$ cat src/design/tournament_tree_min_update_top_macros.svh
// Assertion macros for the tournament tree minimum block.
// Used by the top level only; expects clk and rst_n in scope.
`ifndef TOURNAMENT_TREE_MIN_UPDATE_TOP_MACROS_SVH
`define TOURNAMENT_TREE_MIN_UPDATE_TOP_MACROS_SVH
`ifndef SYNTHESIS
`define TTM_ASSERT_IMP(lbl, ante, cons) \
  lbl: assert property (@(posedge clk) disable iff (!rst_n) (ante) |-> (cons)) \
    else $error("tournament tree check failed");
`define TTM_ASSERT_NEXT(lbl, ante, cons) \
  lbl: assert property (@(posedge clk) disable iff (!rst_n) (ante) |=> (cons)) \
    else $error("tournament tree check failed");
`else
`define TTM_ASSERT_IMP(lbl, ante, cons)
`define TTM_ASSERT_NEXT(lbl, ante, cons)
`endif
`endif

$ cat src/design/ttm_pkg.sv
// Shared types and constants for the tournament tree minimum block.
// No dependencies.
`default_nettype none
package ttm_pkg;

  localparam int LEAF_COUNT_DEF = 16;
  localparam int VALUE_W = 32;
  localparam logic signed [VALUE_W-1:0] RESET_VALUE = 32'sh7FFF_FFFF;

  typedef enum logic [1:0] {
    ST_CLEAR,
    ST_IDLE,
    ST_WALK,
    ST_HOLD
  } ttm_state_t;

  typedef struct packed {
    logic clr;
    logic start;
    logic step;
    logic load_out;
  } ttm_cmd_t;

  typedef struct packed {
    logic clr_last;
    logic root_done;
  } ttm_status_t;

endpackage
`default_nettype wire

$ cat src/design/ttm_dp.sv
// Datapath: leaf and winner memories, walk registers and result register.
// Depends on ttm_pkg; driven by ttm_ctrl through command and status structs.
`default_nettype none
module ttm_dp #(
  parameter int LEAF_COUNT = ttm_pkg::LEAF_COUNT_DEF,
  localparam int IDX_W = $clog2(LEAF_COUNT)
) (
  input  wire logic                                  clk,
  input  wire logic                                  rst_n,
  input  wire ttm_pkg::ttm_cmd_t                     cmd,
  output ttm_pkg::ttm_status_t                       status,
  input  wire logic [IDX_W-1:0]                      in_leaf_index,
  input  wire logic signed [ttm_pkg::VALUE_W-1:0]    in_new_value,
  output logic signed [ttm_pkg::VALUE_W-1:0]         out_minimum_value
);
  import ttm_pkg::*;

  logic signed [VALUE_W-1:0] leaf_mem [LEAF_COUNT];
  logic signed [VALUE_W-1:0] win_mem [LEAF_COUNT];
  logic signed [VALUE_W-1:0] leaf_rd_r;
  logic signed [VALUE_W-1:0] win_rd_r;

  logic [IDX_W-1:0]          clr_cnt_r, clr_cnt_nxt;
  logic [IDX_W:0]            pos_r, pos_nxt;
  logic signed [VALUE_W-1:0] cur_r, cur_nxt;
  logic                      first_r, first_nxt;
  logic signed [VALUE_W-1:0] out_r;

  logic [IDX_W:0]            parent;
  logic signed [VALUE_W-1:0] sib, left_v, right_v, win_v;

  logic                      leaf_we, win_we;
  logic [IDX_W-1:0]          leaf_wa, leaf_ra, win_wa, win_ra;
  logic signed [VALUE_W-1:0] leaf_wd, win_wd;

  assign parent  = pos_r >> 1;
  assign sib     = first_r ? leaf_rd_r : win_rd_r;
  assign left_v  = pos_r[0] ? sib : cur_r;
  assign right_v = pos_r[0] ? cur_r : sib;
  // On a tie the right child wins.
  assign win_v   = (left_v < right_v) ? left_v : right_v;

  assign status.clr_last  = (clr_cnt_r == IDX_W'(LEAF_COUNT - 1));
  assign status.root_done = (parent == (IDX_W+1)'(1));

  assign leaf_we = cmd.clr | cmd.start;
  assign leaf_wa = cmd.clr ? clr_cnt_r : in_leaf_index;
  assign leaf_wd = cmd.clr ? RESET_VALUE : in_new_value;
  assign leaf_ra = in_leaf_index ^ IDX_W'(1);

  assign win_we = cmd.clr | cmd.step;
  assign win_wa = cmd.clr ? clr_cnt_r : parent[IDX_W-1:0];
  assign win_wd = cmd.clr ? RESET_VALUE : win_v;
  assign win_ra = parent[IDX_W-1:0] ^ IDX_W'(1);

  always_ff @(posedge clk) begin
    if (leaf_we) begin
      leaf_mem[leaf_wa] <= leaf_wd;
    end
    leaf_rd_r <= leaf_mem[leaf_ra];
  end

  always_ff @(posedge clk) begin
    if (win_we) begin
      win_mem[win_wa] <= win_wd;
    end
    win_rd_r <= win_mem[win_ra];
  end

  always_comb begin
    clr_cnt_nxt = cmd.clr ? clr_cnt_r + IDX_W'(1) : clr_cnt_r;
    pos_nxt     = pos_r;
    cur_nxt     = cur_r;
    first_nxt   = first_r;
    if (cmd.start) begin
      pos_nxt   = {1'b1, in_leaf_index};
      cur_nxt   = in_new_value;
      first_nxt = 1'b1;
    end else if (cmd.step) begin
      pos_nxt   = parent;
      cur_nxt   = win_v;
      first_nxt = 1'b0;
    end
  end

  always_ff @(posedge clk) begin
    if (!rst_n) begin
      clr_cnt_r <= '0;
      first_r   <= 1'b0;
    end else begin
      clr_cnt_r <= clr_cnt_nxt;
      first_r   <= first_nxt;
    end
  end

  always_ff @(posedge clk) begin
    pos_r <= pos_nxt;
    cur_r <= cur_nxt;
    if (cmd.load_out) begin
      out_r <= cmd.step ? win_v : cur_r;
    end
  end

  assign out_minimum_value = out_r;

endmodule
`default_nettype wire

$ cat src/design/ttm_ctrl.sv
// Controller: clearing pass, tree walk sequencing and output handshake.
// Depends on ttm_pkg; commands ttm_dp through command and status structs.
`default_nettype none
module ttm_ctrl (
  input  wire logic                 clk,
  input  wire logic                 rst_n,
  input  wire logic                 in_valid,
  output logic                      in_stall,
  output logic                      out_valid,
  input  wire logic                 out_stall,
  output ttm_pkg::ttm_cmd_t         cmd,
  input  wire ttm_pkg::ttm_status_t status
);
  import ttm_pkg::*;

  ttm_state_t state_r, state_nxt;
  logic       out_valid_r, out_valid_nxt;
  logic       out_free;

  assign out_free = !out_valid_r || !out_stall;

  always_comb begin
    state_nxt = state_r;
    case (state_r)
      ST_CLEAR: begin
        if (status.clr_last) state_nxt = ST_IDLE;
      end
      ST_IDLE: begin
        if (in_valid) state_nxt = ST_WALK;
      end
      ST_WALK: begin
        if (status.root_done) state_nxt = out_free ? ST_IDLE : ST_HOLD;
      end
      ST_HOLD: begin
        if (out_free) state_nxt = ST_IDLE;
      end
      default: begin
        state_nxt = ST_CLEAR;
      end
    endcase
  end

  always_comb begin
    cmd = '0;
    case (state_r)
      ST_CLEAR: begin
        cmd.clr = 1'b1;
      end
      ST_IDLE: begin
        cmd.start = in_valid;
      end
      ST_WALK: begin
        cmd.step     = 1'b1;
        cmd.load_out = status.root_done & out_free;
      end
      ST_HOLD: begin
        cmd.load_out = out_free;
      end
      default: begin
        cmd = '0;
      end
    endcase
  end

  assign in_stall      = (state_r != ST_IDLE);
  assign out_valid_nxt = cmd.load_out | (out_valid_r & out_stall);
  assign out_valid     = out_valid_r;

  always_ff @(posedge clk) begin
    if (!rst_n) begin
      state_r     <= ST_CLEAR;
      out_valid_r <= 1'b0;
    end else begin
      state_r     <= state_nxt;
      out_valid_r <= out_valid_nxt;
    end
  end

endmodule
`default_nettype wire

$ cat src/design/tournament_tree_min_update_top.sv
// Tournament tree minimum: each input beat writes one leaf and walks the
// tree to the root; each beat yields one output beat with the new minimum.
// Input beat: in_leaf_index selects the leaf, in_new_value is its signed value.
// Output beat: out_minimum_value is the smallest leaf value after the update.
// Both channels use valid and stall; a beat moves when valid is high and
// stall is low.
// Each item first writes the leaf and reads its sibling, then at each tree
// level computes a winner, writes it and reads the next sibling from the
// winner memory. When the output register is free, the result is valid in
// the cycle after the root is computed.
// One item is in the tree at a time; the next input beat is taken as soon as
// the walk ends, even while the previous result waits on out_stall.
// If out_stall holds a result when the next walk ends, the block waits with
// in_stall high until the output register frees up.
// After reset a clearing pass writes every leaf and winner address in turn
// with the largest signed value; in_stall is high during that pass.
// Depends on ttm_pkg, ttm_ctrl, ttm_dp and the assertion macro header.
`default_nettype none
`include "tournament_tree_min_update_top_macros.svh"
module tournament_tree_min_update_top #(
  parameter int LEAF_COUNT = ttm_pkg::LEAF_COUNT_DEF,
  localparam int IDX_W = $clog2(LEAF_COUNT)
) (
  input  wire logic                                clk,
  input  wire logic                                rst_n,
  input  wire logic                                in_valid,
  output logic                                     in_stall,
  input  wire logic [IDX_W-1:0]                    in_leaf_index,
  input  wire logic signed [ttm_pkg::VALUE_W-1:0]  in_new_value,
  output logic                                     out_valid,
  input  wire logic                                out_stall,
  output logic signed [ttm_pkg::VALUE_W-1:0]       out_minimum_value
);
  import ttm_pkg::*;

  ttm_cmd_t    cmd;
  ttm_status_t status;

  ttm_ctrl u_ctrl (
    .clk       (clk),
    .rst_n     (rst_n),
    .in_valid  (in_valid),
    .in_stall  (in_stall),
    .out_valid (out_valid),
    .out_stall (out_stall),
    .cmd       (cmd),
    .status    (status)
  );

  ttm_dp #(
    .LEAF_COUNT (LEAF_COUNT)
  ) u_dp (
    .clk               (clk),
    .rst_n             (rst_n),
    .cmd               (cmd),
    .status            (status),
    .in_leaf_index     (in_leaf_index),
    .in_new_value      (in_new_value),
    .out_minimum_value (out_minimum_value)
  );

  `TTM_ASSERT_NEXT(a_busy_after_accept, in_valid && !in_stall, in_stall)
  `TTM_ASSERT_IMP(a_no_result_while_clearing, cmd.clr, !out_valid)
  `TTM_ASSERT_IMP(a_result_from_walk, $rose(out_valid), $past(cmd.load_out))

endmodule
`default_nettype wire

$ cat config.mk
export PLATFORM = sky130hd
export DESIGN_NAME = tournament_tree_min_update_top
export DESIGN_NICKNAME = d
export VERILOG_FILES = /design/src/design/ttm_pkg.sv /design/src/design/ttm_dp.sv /design/src/design/ttm_ctrl.sv /design/src/design/tournament_tree_min_update_top.sv
export VERILOG_INCLUDE_DIRS = /design/src /design/src/design
export SDC_FILE = /design/constraint.sdc
export NUM_CORES = 1
export LEC_CHECK = 0
export ABC_CLOCK_PERIOD_IN_PS = 11300
export BUFFER_PORTS_ARGS = -buffer_cell sky130_fd_sc_hd__buf_2
export CORE_MARGIN = 2
export CORE_UTILIZATION = 60
export DETAILED_ROUTE_END_ITERATION = 6
export PLACE_DENSITY = 0.76
export SYNTH_ARGS = -nofsm -noshare
export SYNTH_HDL_FRONTEND = slang
export SYNTH_SLANG_ARGS = --single-unit
$ cat constraint.sdc
create_clock -name clk -period 11.3 [get_ports clk]
set_input_delay 1.695 -clock clk [delete_from_list [all_inputs] [get_ports clk]]
set_output_delay 1.695 -clock clk [all_outputs]
set_load 0.05 [all_outputs]
# Word level (Yosys, flattened, before mapping)
# Memory sizes are Yosys's and may differ from the RTL's. A register that Yosys moved wholly into a read port is not among the register bits.
# Index checks and enable logic that the tools add are counted.
# word_totals
ff_bits	77
ram_bits	1024
input_bits	40
out_inout_bits	34
elab_cells	63
memories	2
# classes
add_sub_neg	1
n_lt_le_gt_ge	1
n_eq_ne	10
mux	28
n_bitwise	7
reduce_logical	6
# mem_list
name	depth	width	rd	rd_ports_with_merged_regs	wr	line	rtl
u_dp.leaf_mem	16	32	1	1	1	ttm_dp.sv:18	logic signed [VALUE_W-1:0] leaf_mem [LEAF_COUNT];
u_dp.win_mem	16	32	1	1	1	ttm_dp.sv:19	logic signed [VALUE_W-1:0] win_mem [LEAF_COUNT];
# ops
cell	count
32-bit 2-to-1 mux	8
32-bit < comparator	1
4-bit 2-to-1 mux	4
2-bit 2-to-1 mux	5
1-bit 2-to-1 mux	9
2-bit one-hot mux with 4 select lines	1
2-bit by 1-bit inequality test with 1-bit output (second input constant)	3
4-bit by 1-bit adder with 4-bit output (second input constant)	1
2-bit == test (second input constant)	2
4-bit by 1-bit == test with 1-bit output (second input constant)	1
4-bit == test (second input constant)	1
2-bit inequality test (second input constant)	2
4-bit AND reduction	1
1-bit bitwise OR	3
1-bit AND	2
2-bit by 1-bit == test with 1-bit output (second input constant)	1
1-bit zero test	2
2-bit zero test	1
1-bit NOT	2
1-bit one-hot mux with 2 select lines	1
2-bit nonzero test	1
1-bit logical OR	1

# Longest topological paths before layout
# depth
depth_word	6
depth_mapped	17
ltp_nobuf	10

# By module
# From an unflattened synthesis, not the netlist that was laid out.
# hier_totals
cells_unflattened	2459
area_unflattened_um2	46294.4
# by_module_without_submodules
mod	n_inst	cells_per_inst	area_each_um2	seq_area_each_um2
ttm_dp	1	2432	46051.7	33872.5
ttm_ctrl	1	27	242.7	60.1

# Worst setup path after synthesis
# Ideal clock, no wire load.
# synth_timing
path_kind	input to register
start	input port in_leaf_index[0]
end	memory u_dp.leaf_mem[7][0], enable pin
setup_time_ns	0.421
arrival_time_ns	4.254
required_ns	10.879
setup_slack_ns	6.625
path_stages	5
n_path_buf	3
path_cell_list	clkbuf_1 -> clkbuf_1 -> buf_1 -> a31oi_1 -> nor2_1
# synth_between
elab_chain_cells	1
# synth_rtl
item	line	rtl
start: declaration	tournament_tree_min_update_top.sv:28	input wire logic [IDX_W-1:0] in_leaf_index,
4-bit 2-to-1 mux	ttm_dp.sv:47	assign leaf_wa = cmd.clr ? clr_cnt_r : in_leaf_index;
end: declaration	ttm_dp.sv:18	
# No other way between the ends.

# Worst setup path after layout
# layout_timing
start	register u_dp.first_r
end	memory u_dp.win_mem[0][5] (data pin)
# layout_between
elab_chain_cells	5
elab_cells_between_ends	6
cone_classes	order compare: 1; mux: 5
# layout_rtl
item	line	rtl
start: declaration	ttm_dp.sv:26	logic first_r, first_nxt;
start signal: assignment	ttm_dp.sv:92	first_r <= first_nxt;
32-bit 2-to-1 mux *	ttm_dp.sv:37	assign sib = first_r ? leaf_rd_r : win_rd_r;
32-bit 2-to-1 mux, on equally long branches	ttm_dp.sv:38, ttm_dp.sv:39	
32-bit < comparator	ttm_dp.sv:41	assign win_v = (left_v < right_v) ? left_v : right_v;
32-bit 2-to-1 mux *	ttm_dp.sv:41	
32-bit 2-to-1 mux *	ttm_dp.sv:53	assign win_wd = cmd.clr ? RESET_VALUE : win_v;
net u_dp.win_wd[5]	ttm_dp.sv:34	logic signed [VALUE_W-1:0] leaf_wd, win_wd;
end: declaration	ttm_dp.sv:19	
# The timed path passes the listed nets; every way through them passes the cells marked *.

==> results.py <==
metrics = {
    "run_status": {
        "outcome": "finished clean",
    },
    "min_path": {
        "min_to": "u_dp.cur_r[31]$_DFF_P_",
        "min_path_cells": 2,
        "min_from": "u_dp.cur_r[31]$_DFF_P_",
        "holdCritPathClass": "reg -> reg",
    },
    "place": {
        "place.gp.congestion": 0.9106,
        "port-buffer-count": 73,
        "dp_cells": 3415,
        "hpwl_microns": 61330,
        "placed_cell_area_sq_um": 47910,
    },
    "clock_network": {
        "clk_pin_slew_ns": 0.07,
        "clock-root-buffer": "clkbuf_16",
        "cts_hold_buffers": 0,
        "post_cts_buffers": 0,
        "htree_levels": 3,
        "insertion_delay_ns": 0.69,
        "cts_tree": "built",
        "numCtsBuffers": 110,
        "ctsResizeCount": 0,
        "clk_path_buf_depth": 3,
        "cts.sinks": 1165,
    },
    "die": {
        "die_h_microns": 281.3,
        "coreArea_sq_um": 76080,
        "start_util_pct": 60.67,
        "dieArea_sq_um": 79160,
        "io-pin-count": 74,
        "core.rowCount": 101,
        "die_x_microns": 281.3,
    },
    "detailed_routing": {
        "route.detailed.drc": 0,
        "routed_via_density": 6.758,
        "routedWlPerCell_microns": 31.31,
        "via_count": 24503,
        "ant_nets": 0,
        "wl_microns": 113500,
        "dr.pass1.iters": 5,
        "drtIter0Drc": 3290,
    },
    "final_layout": {
        "final_core_util_pct": 67.83,
        "nets": 2574,
        "fillerInstances": 4802,
        "area_growth_syn_to_layout_pct": 11.80,
        "final_area_sq_um": 51600,
        "layout-drive-gt1-share_pct": 26.10,
        "fin_cells": 3626,
    },
    "worst_setup_path": {
        "reg2reg_depth": 11,
        "cp-start-kind": "flip-flop",
        "cp_max_fo": 40,
        "slowest_delay_ns": 0.97,
        "slowest_stage": "dfxtp_2",
        "cp_common_cell": "mux2_2",
        "worstPathArrival_ns": 5.82,
        "crit_chain": "mux2_2 -> mux2_2 -> ha_1 -> a211o_1 -> or2_0 -> o221ai_1 -> o211ai_1 -> or3_2 -> buf_4 -> a21oi_1 -> a311o_1",
        "critical_path_class": "reg -> reg",
        "r2r_setup_slack_ns": 5.88,
        "r2r-start": "u_dp.first_r$_SDFFE_PN0P_",
        "required_ns": 11.69,
        "timing.rr.end": "u_dp.win_mem[0][5]$_DFFE_PP_",
        "endpoint_kind": "flip-flop",
    },
    "sta": {
        "setup_viol": 0,
        "relSlewSlack_pct": 19.45,
        "post-route-period-util_pct": 48.00,
        "max_freq_mhz": 184.4,
        "worstMarginPinSlew_ns": 1.203,
        "whs_ns": 0.5343,
        "rsz0062_at_grt": "no",
        "fin_setup_tns_ns": 0,
        "hold_viol_final": 0,
        "fin_skew_ns": 0.03885,
        "fin_crit_ns": 5.424,
        "maxSlewViolCount": 0,
    },
    "yosys": {
        "synth_top_area_cell": "edfxtp_1",
        "synth.most_common_cell": "edfxtp_1",
        "synth_top_area_share_pct": 68.97,
        "synth-seq-cells": 1165,
        "synth_edf_count": 1060,
        "synth_nets": 2489,
        "syn_area_per_cell_sq_um": 19.13,
        "netlist_area_sq_um": 46150,
        "netlist_instances": 2412,
        "synth_cell_types": 54,
        "synthTopCellsByArea": "edfxtp_1, mux4_2, dfxtp_1",
        "yosysSeqAreaShare_pct": 73.52,
        "synth_flop_cell": "edfxtp_1",
        "ys_warn_count": 0,
        "synth_common_cells": "edfxtp_1, mux4_2, mux2i_1",
        "async_flop_share_pct": 0,
    },
    "global_routing": {
        "first_global_vias": 24513,
        "grt_util_all_layers_pct": 28.96,
        "grt_pass1_wl_microns": 162400,
        "antenna_found_initial": 3,
        "gr-total-overflow": 0,
        "grt_max_degree": 106,
    },
    "job": {
        "drv_cap": 0,
    },
    "power_and_ir_drop": {
        "power_density_nw_per_um2": 194.1,
        "vdd.ir_drop.worst_uv": 169.3,
        "leakage_nw": 16.25,
    },
}
[final cells by class]
class                      count  area, sq um  share of cell area, %
timing repair buffer         131        824.5                  1.598
inverter                      14        52.55                 0.1018
clock buffer                 145         3015                  5.844
clock inverter                64        670.6                  1.300
multi-input combinational   1075        11810                  22.89
antenna                        2        5.005               0.009699
sequential                  1165        33930                  65.76
tap                         1030         1289                  2.498
[power by group]
group	switching [mW]	total, mW	internal [mW]	leakage, nW
registers	0.119	5.08	4.96	9.91
clock network	1.59	3.73	2.14	1.81
logic	0.827	1.21	0.380	4.54
[sequential cells by signal, indices dropped and copies added, names as in the netlist]
| signal | flops |
|---|---|
| u_ctrl.out_valid | 1 |
| u_ctrl.state_r | 2 |
| u_dp.clr_cnt_r | 4 |
| u_dp.cur_r | 32 |
| u_dp.first_r | 1 |
| u_dp.leaf_mem | 512 |
| u_dp.leaf_rd_r | 32 |
| u_dp.out_minimum_value | 32 |
| u_dp.pos_r | 5 |
| u_dp.win_mem | 512 |
| u_dp.win_rd_r | 32 |
[per-stage QoR]
| step | setup WS, ns | power, mW |
|---|---|---|
| 2_1_floorplan | 6.625 | 5.914 |
| 3_3_place_gp | 6.129 | 6.294 |
| 3_5_place_dp | 6.019 | 6.340 |
| 4_1_cts | 5.974 | 10.03 |
| 5_1_grt | 5.643 | 10.30 |
| 6_report | 5.876 | 10.02 |
[kinds of logic after synthesis]
family | count (synthesis) | share of synthesized area (%)
adder cells (fa/ha/maj) | 37 | 1.003
buffers and inverters | 172 | 1.575
XOR/XNOR | 3 | 0.05694
AND/OR/NAND/NOR | 264 | 2.684
multiplexers | 449 | 15.99
AO/OA/AOI/OAI | 322 | 5.170
flip-flops | 1165 | 73.52
[cells in the final DEF (no fill, tap or decap), types with 58 or more instances in the layout]
master,instances
a221oi_1,64
buf_2,71
buf_4,58
clkbuf_16,111
dfxtp_1,104
edfxtp_1,1060
mux2_2,62
mux2i_1,162
mux4_2,224
nor2_1,78
[worst max-delay path, delay by kind of cell (launching register included)]
kind                       cells  cell delay [ns]
buffers and inverters          1             0.37
DFF                            1             0.97
AOI/OAI and AO/OA              5             1.66
muxes                          2             0.75
and+or+nand+nor                2             1.04
adders and majority gates      1             0.31
[worst max-delay path by stage]
stage	start	to	slack (ns)	cells after the start
3_3_place_gp	u_dp.first_r$_SDFFE_PN0P_	u_dp.win_mem[10][12]$_DFFE_PP_	6.13	10
4_1_cts	u_dp.first_r$_SDFFE_PN0P_	u_dp.win_mem[9][1]$_DFFE_PP_	5.97	11
2_1_floorplan	in_leaf_index[0]	u_dp.leaf_mem[7][0]$_DFFE_PP_	6.62	5
3_5_place_dp	u_dp.first_r$_SDFFE_PN0P_	u_dp.win_mem[10][1]$_DFFE_PP_	6.02	11
6_report	u_dp.first_r$_SDFFE_PN0P_	u_dp.win_mem[0][5]$_DFFE_PP_	5.88	11
5_1_grt	u_dp.first_r$_SDFFE_PN0P_	u_dp.win_mem[0][2]$_DFFE_PP_	5.64	11
[routing by layer]
metal	track usage (%)	part of all wire (%)
met1	39.24	37
met2	45.93	48
met3	6.637	11
met4	12.42	4.1
met5	0	0.024
Power figures use the tool's default switching activity.
